==> config.mk <==
export PLATFORM = sky130hd
export DESIGN_NAME = ist_controller
export DESIGN_NICKNAME = d
export VERILOG_FILES = /design/src/rtl/ist_pkg.sv /design/src/rtl/ist_controller.sv
export SDC_FILE = /design/constraint.sdc
export NUM_CORES = 1
export LEC_CHECK = 0
export BUFFER_PORTS_ARGS = -buffer_cell sky130_fd_sc_hd__buf_2
export CAP_MARGIN = 5
export CORE_MARGIN = 1.5
export CORE_UTILIZATION = 51
export DETAILED_ROUTE_END_ITERATION = 7
export PLACE_DENSITY = 0.74
export SLEW_MARGIN = 10
export SYNTH_ARGS = -nofsm -noshare
export SYNTH_HDL_FRONTEND = slang
export SYNTH_SLANG_ARGS = --single-unit
==> constraint.sdc <==
create_clock -name clk -period 2.1 [get_ports clk]
set_clock_uncertainty 0.15 [all_clocks]
set_input_delay 0.21 -clock clk [delete_from_list [all_inputs] [get_ports clk]]
set_output_delay 0.21 -clock clk [all_outputs]
set_load 0.05 [all_outputs]
==> src/rtl/ist_pkg.sv <==
// ist_pkg: shared types, constants and command codes of the interval set tracker
// used by ist_controller, ist_datapath, interval_set_tracker, ist_checker and tb_top
`timescale 1ns / 1ps
`default_nettype none

package ist_pkg;

    localparam int INTERVALS_DEFAULT = 16;
    localparam int VAL_W             = 64;
    localparam int CLS_W             = 8;
    localparam int CNT_OUT_W         = 5;

    // operation codes, the spare code looks a value up like find
    localparam logic [1:0] FUNC_INSERT = 2'd0;
    localparam logic [1:0] FUNC_REMOVE = 2'd1;
    localparam logic [1:0] FUNC_FIND   = 2'd2;
    localparam logic [1:0] FUNC_SPARE  = 2'd3;

    typedef struct packed {
        logic [1:0]       func;
        logic [VAL_W-1:0] value;
        logic [CLS_W-1:0] value_class;
        logic [VAL_W-1:0] stamp;
    } req_t;

    typedef struct packed {
        logic                 hit;
        logic [VAL_W-1:0]     range_lo;
        logic [VAL_W-1:0]     range_hi;
        logic [CLS_W-1:0]     range_class;
        logic [VAL_W-1:0]     range_stamp;
        logic                 overflow;
        logic [CNT_OUT_W-1:0] interval_count;
    } rsp_t;

    typedef struct packed {
        logic [VAL_W-1:0] lo;
        logic [VAL_W-1:0] hi;
        logic [CLS_W-1:0] cls;
        logic [VAL_W-1:0] stamp;
    } entry_t;

    // what the located interval does for the current item
    typedef enum logic [3:0] {
        ACT_NONE,
        ACT_FIND_HIT,
        ACT_STAMP,
        ACT_MERGE,
        ACT_PRED,
        ACT_SUCC,
        ACT_NEW,
        ACT_OVF_INS,
        ACT_DROP,
        ACT_TRIM_LO,
        ACT_TRIM_HI,
        ACT_SPLIT,
        ACT_OVF_SPLIT
    } act_t;

    typedef enum logic [3:0] {
        DP_NOP,
        DP_LOAD,
        DP_SCAN_RD,
        DP_SCAN_END,
        DP_SCAN_CMP,
        DP_WR_MAIN,
        DP_WR_SPLIT,
        DP_CLOSE_INIT,
        DP_CLOSE_RD,
        DP_CLOSE_WR,
        DP_CLOSE_END,
        DP_OPEN_INIT,
        DP_OPEN_RD,
        DP_OPEN_WR,
        DP_OPEN_END,
        DP_RESULT
    } dp_op_t;

    typedef enum logic [3:0] {
        S_IDLE,
        S_SCAN_RD,
        S_SCAN_CMP,
        S_DECIDE,
        S_WR_MAIN,
        S_WR_SPLIT,
        S_CLOSE_INIT,
        S_CLOSE_RD,
        S_CLOSE_WR,
        S_OPEN_INIT,
        S_OPEN_RD,
        S_OPEN_WR,
        S_RESULT
    } state_t;

    typedef struct packed {
        dp_op_t op;
        act_t   act;
    } cmd_t;

    typedef struct packed {
        logic       k_eq_used;
        logic       hi_ge;
        logic       close_more;
        logic       open_more;
        logic       holds;
        logic       pred;
        logic       succ;
        logic       full;
        logic       lo_eq;
        logic       hi_eq;
        logic       out_busy;
        logic [1:0] func;
    } status_t;

endpackage

`default_nettype wire

==> src/rtl/ist_controller.sv <==
// ist_controller: state machine that sequences scan, update, shift and result
// depends on ist_pkg
`timescale 1ns / 1ps
`default_nettype none

module ist_controller (
    input  logic             clk,
    input  logic             rst_n,
    input  logic             req_valid,
    output logic             req_ready,
    input  ist_pkg::status_t status,
    output ist_pkg::cmd_t    cmd
);
    import ist_pkg::*;

    state_t state_reg, state_next;
    act_t   act_reg, act_next;
    act_t   decision;

    // action chosen from the located interval
    always_comb
    begin
        case (status.func)
            FUNC_INSERT:
            begin
                if (status.holds)                     decision = ACT_STAMP;
                else if (status.pred && status.succ)  decision = ACT_MERGE;
                else if (status.pred)                 decision = ACT_PRED;
                else if (status.succ)                 decision = ACT_SUCC;
                else if (status.full)                 decision = ACT_OVF_INS;
                else                                  decision = ACT_NEW;
            end
            FUNC_REMOVE:
            begin
                if (!status.holds)                    decision = ACT_NONE;
                else if (status.lo_eq && status.hi_eq) decision = ACT_DROP;
                else if (status.lo_eq)                decision = ACT_TRIM_LO;
                else if (status.hi_eq)                decision = ACT_TRIM_HI;
                else if (status.full)                 decision = ACT_OVF_SPLIT;
                else                                  decision = ACT_SPLIT;
            end
            default:
            begin
                decision = status.holds ? ACT_FIND_HIT : ACT_NONE;
            end
        endcase
    end

    // state register
    always_ff @(posedge clk or negedge rst_n)
    begin
        if (!rst_n)
        begin
            state_reg <= S_IDLE;
            act_reg   <= ACT_NONE;
        end
        else
        begin
            state_reg <= state_next;
            act_reg   <= act_next;
        end
    end

    // next state and datapath commands
    always_comb
    begin
        state_next = state_reg;
        act_next   = act_reg;
        req_ready  = 1'b0;
        cmd.op     = DP_NOP;
        cmd.act    = act_reg;
        case (state_reg)
            S_IDLE:
            begin
                req_ready = 1'b1;
                if (req_valid)
                begin
                    cmd.op     = DP_LOAD;
                    state_next = S_SCAN_RD;
                end
            end
            S_SCAN_RD:
            begin
                if (status.k_eq_used)
                begin
                    cmd.op     = DP_SCAN_END;
                    state_next = S_DECIDE;
                end
                else
                begin
                    cmd.op     = DP_SCAN_RD;
                    state_next = S_SCAN_CMP;
                end
            end
            S_SCAN_CMP:
            begin
                cmd.op     = DP_SCAN_CMP;
                state_next = status.hi_ge ? S_DECIDE : S_SCAN_RD;
            end
            S_DECIDE:
            begin
                act_next = decision;
                case (decision)
                    ACT_STAMP, ACT_MERGE, ACT_PRED, ACT_SUCC, ACT_TRIM_LO, ACT_TRIM_HI:
                        state_next = S_WR_MAIN;
                    ACT_DROP:
                        state_next = S_CLOSE_INIT;
                    ACT_NEW, ACT_SPLIT:
                        state_next = S_OPEN_INIT;
                    default:
                        state_next = S_RESULT;
                endcase
            end
            S_WR_MAIN:
            begin
                cmd.op     = DP_WR_MAIN;
                state_next = (act_reg == ACT_MERGE) ? S_CLOSE_INIT : S_RESULT;
            end
            S_WR_SPLIT:
            begin
                cmd.op     = DP_WR_SPLIT;
                state_next = S_WR_MAIN;
            end
            S_CLOSE_INIT:
            begin
                cmd.op     = DP_CLOSE_INIT;
                state_next = S_CLOSE_RD;
            end
            S_CLOSE_RD:
            begin
                if (status.close_more)
                begin
                    cmd.op     = DP_CLOSE_RD;
                    state_next = S_CLOSE_WR;
                end
                else
                begin
                    cmd.op     = DP_CLOSE_END;
                    state_next = S_RESULT;
                end
            end
            S_CLOSE_WR:
            begin
                cmd.op     = DP_CLOSE_WR;
                state_next = S_CLOSE_RD;
            end
            S_OPEN_INIT:
            begin
                cmd.op     = DP_OPEN_INIT;
                state_next = S_OPEN_RD;
            end
            S_OPEN_RD:
            begin
                if (status.open_more)
                begin
                    cmd.op     = DP_OPEN_RD;
                    state_next = S_OPEN_WR;
                end
                else
                begin
                    cmd.op     = DP_OPEN_END;
                    state_next = (act_reg == ACT_SPLIT) ? S_WR_SPLIT : S_WR_MAIN;
                end
            end
            S_OPEN_WR:
            begin
                cmd.op     = DP_OPEN_WR;
                state_next = S_OPEN_RD;
            end
            S_RESULT:
            begin
                if (!status.out_busy)
                begin
                    cmd.op     = DP_RESULT;
                    state_next = S_IDLE;
                end
            end
            default:
            begin
                state_next = S_IDLE;
            end
        endcase
    end

    a_result_done: assert property (@(posedge clk) disable iff (!rst_n)
        (state_reg == S_RESULT && !status.out_busy) |=> state_reg == S_IDLE)
        else $error("free result slot did not finish the item");

    a_ovf_full: assert property (@(posedge clk) disable iff (!rst_n)
        (state_reg == S_DECIDE && (decision == ACT_OVF_INS || decision == ACT_OVF_SPLIT))
            |-> status.full)
        else $error("overflow taken with room in the table");

    a_remove_holds: assert property (@(posedge clk) disable iff (!rst_n)
        (state_reg == S_DECIDE && (decision == ACT_DROP || decision == ACT_TRIM_LO ||
            decision == ACT_TRIM_HI || decision == ACT_SPLIT)) |-> status.holds)
        else $error("remove changed an interval that does not hold the value");

endmodule

`default_nettype wire

==> metrics.md <==
| Metric | Value |
|---|---|
| Adder-cell area share of the yosys netlist | `0.0136` |
| Net count of the mapped netlist | `136` |
| Complex-gate fraction of the synthesized area | `0.333` |
| Remaining global-route overflow | `0` |
| Min Tclk post-route | `2.08 ns` |
| # clock sinks | `8` |
| Highest clock rate | `roughly 0.48 GHz` |
| Port-buffer cells | `24` |
| Number of cells produced by synthesis | `119` |
| Residual DRC | `0` |
| Period utilization | `0.991` |
| Number of buffer and inverter stages on the critical path | `1` |
| Post-synthesis async set-or-reset flop share | `1.00` |
| Actual transition at the worst max-transition pin | `0.433 ns` |
| I/O pin count | `25` |
| Top post-synthesis cells by area | `sky130_fd_sc_hd__dfrtp_1 (22%), sky130_fd_sc_hd__o21ai_0 (4.9%), sky130_fd_sc_hd__nand2_1 (4.9%)` |
| Yosys synthesis warning count | `0` |
| Pre-CTS setup slack | `0.248 ns` |
| Ant diodes | `0` |
| Family of cells with the greatest summed delay on the critical path | `flip-flops` |
| Min-Delay Path Class | `in2async` |
| Number of CTS-inserted buffers | `3` |
| Layout Nets | `166` |
| Critical path class | `reg2out` |
| Antenna viol nets, final | `0` |
| Post-synth top area share | `0.218` |
| Biggest area consumer among synthesized cells | `sky130_fd_sc_hd__dfrtp_1` |
| Initial DRC count | `27` |
| Total count of hold-check failures in the final report | `0` |
| Clock tree from TritonCTS | `built` |
| Peak per-stage delay on the critical path | `between 0.5 and 0.6 ns` |
| Number of enable-type register cells in the synthesized netlist | `0` |
| Endpoint of the lowest-slack register-to-register path | `state_reg[1]` |
| Most frequently used flop master after synthesis | `sky130_fd_sc_hd__dfrtp_1` |
| Max-slew violation count | `0` |
| Core ar. | `approximately 1700 µm²` |
| Clock latency on the worst-skew pair | `between 0.2 and 0.3 ns` |
| Total of fill cells in the finished design | `between 100 and 150` |
| Routability Congestion | `0.859` |
| Cell count along the critical path | `5` |
| Critical Path Slowest Stage Cell | `sky130_fd_sc_hd__dfrtp_2` |
| Total global-route track usage | `0.231` |
| Total placed instance area | `1040 µm²` |
| Clock buffer depth | `2` |
| Number of vias in the routed layout | `1014` |
| Worst EP required | `1.74 ns` |
| Startpoint class of the critical path | `flop` |
| Endpoints failing setup | `0` |
| Worst path setup slack after routing | `between 0.015 and 0.02 ns` |
| Worst setup EP type | `output pin` |
| Initial standard-cell utilization of the core | `0.538` |
| Antenna violations before repair | `0` |
| Die area | `2070 µm²` |
| Combined area of all synthesized cells | `920 µm²` |
| Logic depth of the worst register-to-register path | `4` |
| First-pass GRT wire length | `3590 µm` |
| Most used standard cell by instance count after synthesis | `sky130_fd_sc_hd__nand2_1` |
| Post-synthesis sequential area ratio | `0.218` |
| Number of cells in the design after placement | `162` |
| Number of rows in the core area | `15` |
| P_leak | `0.500 nW` |
| Worst Path Max Fanout | `15` |
| Crit path cell chain | `or2_2 -> o21ai_0 -> nand2_1 -> o21ai_1 -> buf_4` |
| Register-to-register path setup slack | `0.39 ns` |
| Avg Vias per Cell | `5.90` |
| Parity-gate share of the synthesized area counting xor and xnor cells | `0` |
| Max IR drop VDD | `1110 µV` |
| Number of max-cap violations | `0` |
| Max-slew headroom | `0.704` |
| Number of iterations in the first detailed-routing pass | `4` |
| Simple-gate share of the synthesized area | `0.320` |
| Dominant combinational cell family by area after synthesis | `compound AO/OA/AOI/OAI gates` |
| Final std cell area, no fill | `1130 µm²` |
| Width of the chip | `45.5 µm` |
| Number of levels the H-tree was split into | `1` |
| Synthesis-stage register bit count | `8` |
| Run status | `complete, no violations` |
| Root buffer cell | `sky130_fd_sc_hd__clkbuf_4` |
| Die Height | `45.5 µm` |
| Final routed wire length divided by cell count | `14.1 µm` |
| Total wire length | `between 2000 and 2500 µm` |
| Largest net degree at the start of global routing | `17` |
| Non-filler cells in the finished layout | `roughly 170` |
| Number of library cell types mapped by synthesis | `44` |
| Most used standard cells in the synthesized netlist | `sky130_fd_sc_hd__nand2_1 (12), sky130_fd_sc_hd__nor2_1 (10), sky130_fd_sc_hd__o21ai_0 (9)` |
| Synth Area per Inst | `7.73 µm²` |
| Worst EP arrival | `1.72 ns` |
| Layout cells sized above 1 | `0.347` |
| Fraction of synthesized area in multiplexers | `0.0122` |
| Via count of the first global-routing pass | `830` |
| Ratio of total power to cell area | `between 1500 and 2000 nW/µm²` |
| Startpoint of the worst-slack reg-to-reg timing path | `state_reg[3]` |
| Clock-pin slew reported for the worst setup and hold paths after clock tree synthesis | `~0.060 ns` |
| Placed wire-length estimate after detailed placement | `1670 µm` |
| Area growth from synthesis to layout | `23.0%` |
## layout by cell type, fill, tap and decap left out, types with 4 or more instances in the layout
cell and n:
sky130_fd_sc_hd__nand2b_1 6, sky130_fd_sc_hd__nor3_1 4, sky130_fd_sc_hd__a211oi_1 5, sky130_fd_sc_hd__buf_4 11, sky130_fd_sc_hd__nor2_1 10, sky130_fd_sc_hd__buf_2 21, sky130_fd_sc_hd__o21ai_0 8, sky130_fd_sc_hd__nor2b_1 5
sky130_fd_sc_hd__dfrtp_1 5, sky130_fd_sc_hd__clkbuf_4 5, sky130_fd_sc_hd__inv_1 7, sky130_fd_sc_hd__a21oi_1 4, sky130_fd_sc_hd__nand2_1 12
## power breakdown
group	internal [mW]	total, mW	switching (mW)
logic	0.516	1.34	0.828
clock network	0.0656	0.120	0.0544
registers	0.237	0.396	0.159
## cell families (layout without fill, tap and decap cells)
| kind of cell | after synthesis | count (layout) |
|---|---|---|
| AO/OA/AOI/OAI | 40 | 40 |
| adder cells (fa/ha/maj) | 1 | 1 |
| buffers and inverters | 17 | 45 |
| flip-flops | 8 | 8 |
| multiplexers | 1 | 1 |
| AND/OR/NAND/NOR | 52 | 52 |
## metal layers
layer	up-vias	routed length [µm]	GRT usage
li1	500	-	-
met1	473	1080	0.297
met2	39	1220	0.397
met3	2	103	0.0397
met4	0	13	0.0588
met5	-	0	0
## worst register-to-register path: stages (launching register included)
cell and delay [ns]:
sky130_fd_sc_hd__dfrtp_1 0.49, sky130_fd_sc_hd__nand4bb_1 0.38, sky130_fd_sc_hd__nor3_2 0.26, sky130_fd_sc_hd__nand2_1 0.10, sky130_fd_sc_hd__o311ai_2 0.23
## stage by stage
step	setup TNS [ns]	power, mW	util	hold WS (ns)
2_1_floorplan	0	1.36	-	-0.236
4_1_cts	0	1.73	0.631	0.165
3_5_place_dp	0	1.59	0.609	-0.0905
5_1_grt	-0.0880	1.99	0.662	0.202
6_report	0	1.86	0.662	0.157
3_3_place_gp	0	1.57	0.609	-0.0966
## how the worst max path moves through the flow
stage / startpoint / end
floorplan: state_reg[2] / cmd[6]
global placement: state_reg[2] / cmd[5]
detailed placement: state_reg[2] / cmd[5]
CTS: state_reg[2] / cmd[5]
global route: state_reg[1] / cmd[7]
finish: state_reg[1] / cmd[7]
## area by class of cell
cell class	instances	area, µm²	share of cell area
clock buffers	3	22.5	0.0199
repair buffers	35	213	0.188
multi-input cells	94	634	0.561
well taps	25	31.3	0.0277
flip-flops and latches	8	204	0.180
inverters	7	26.3	0.0232
## what timing repair did
| item | 4_1_cts | 5_1_grt |
|---|---|---|
| resized for setup | 3 | 4 |
| setup buffers | 0 | 6 |
| cloned | 0 | 0 |
| endpoints found under the setup margin | 4 | 4 |
| hold endpoints to repair | 8 | 0 |
| hold buffers | 1 | 0 |
Power figures use the tool's default switching activity.
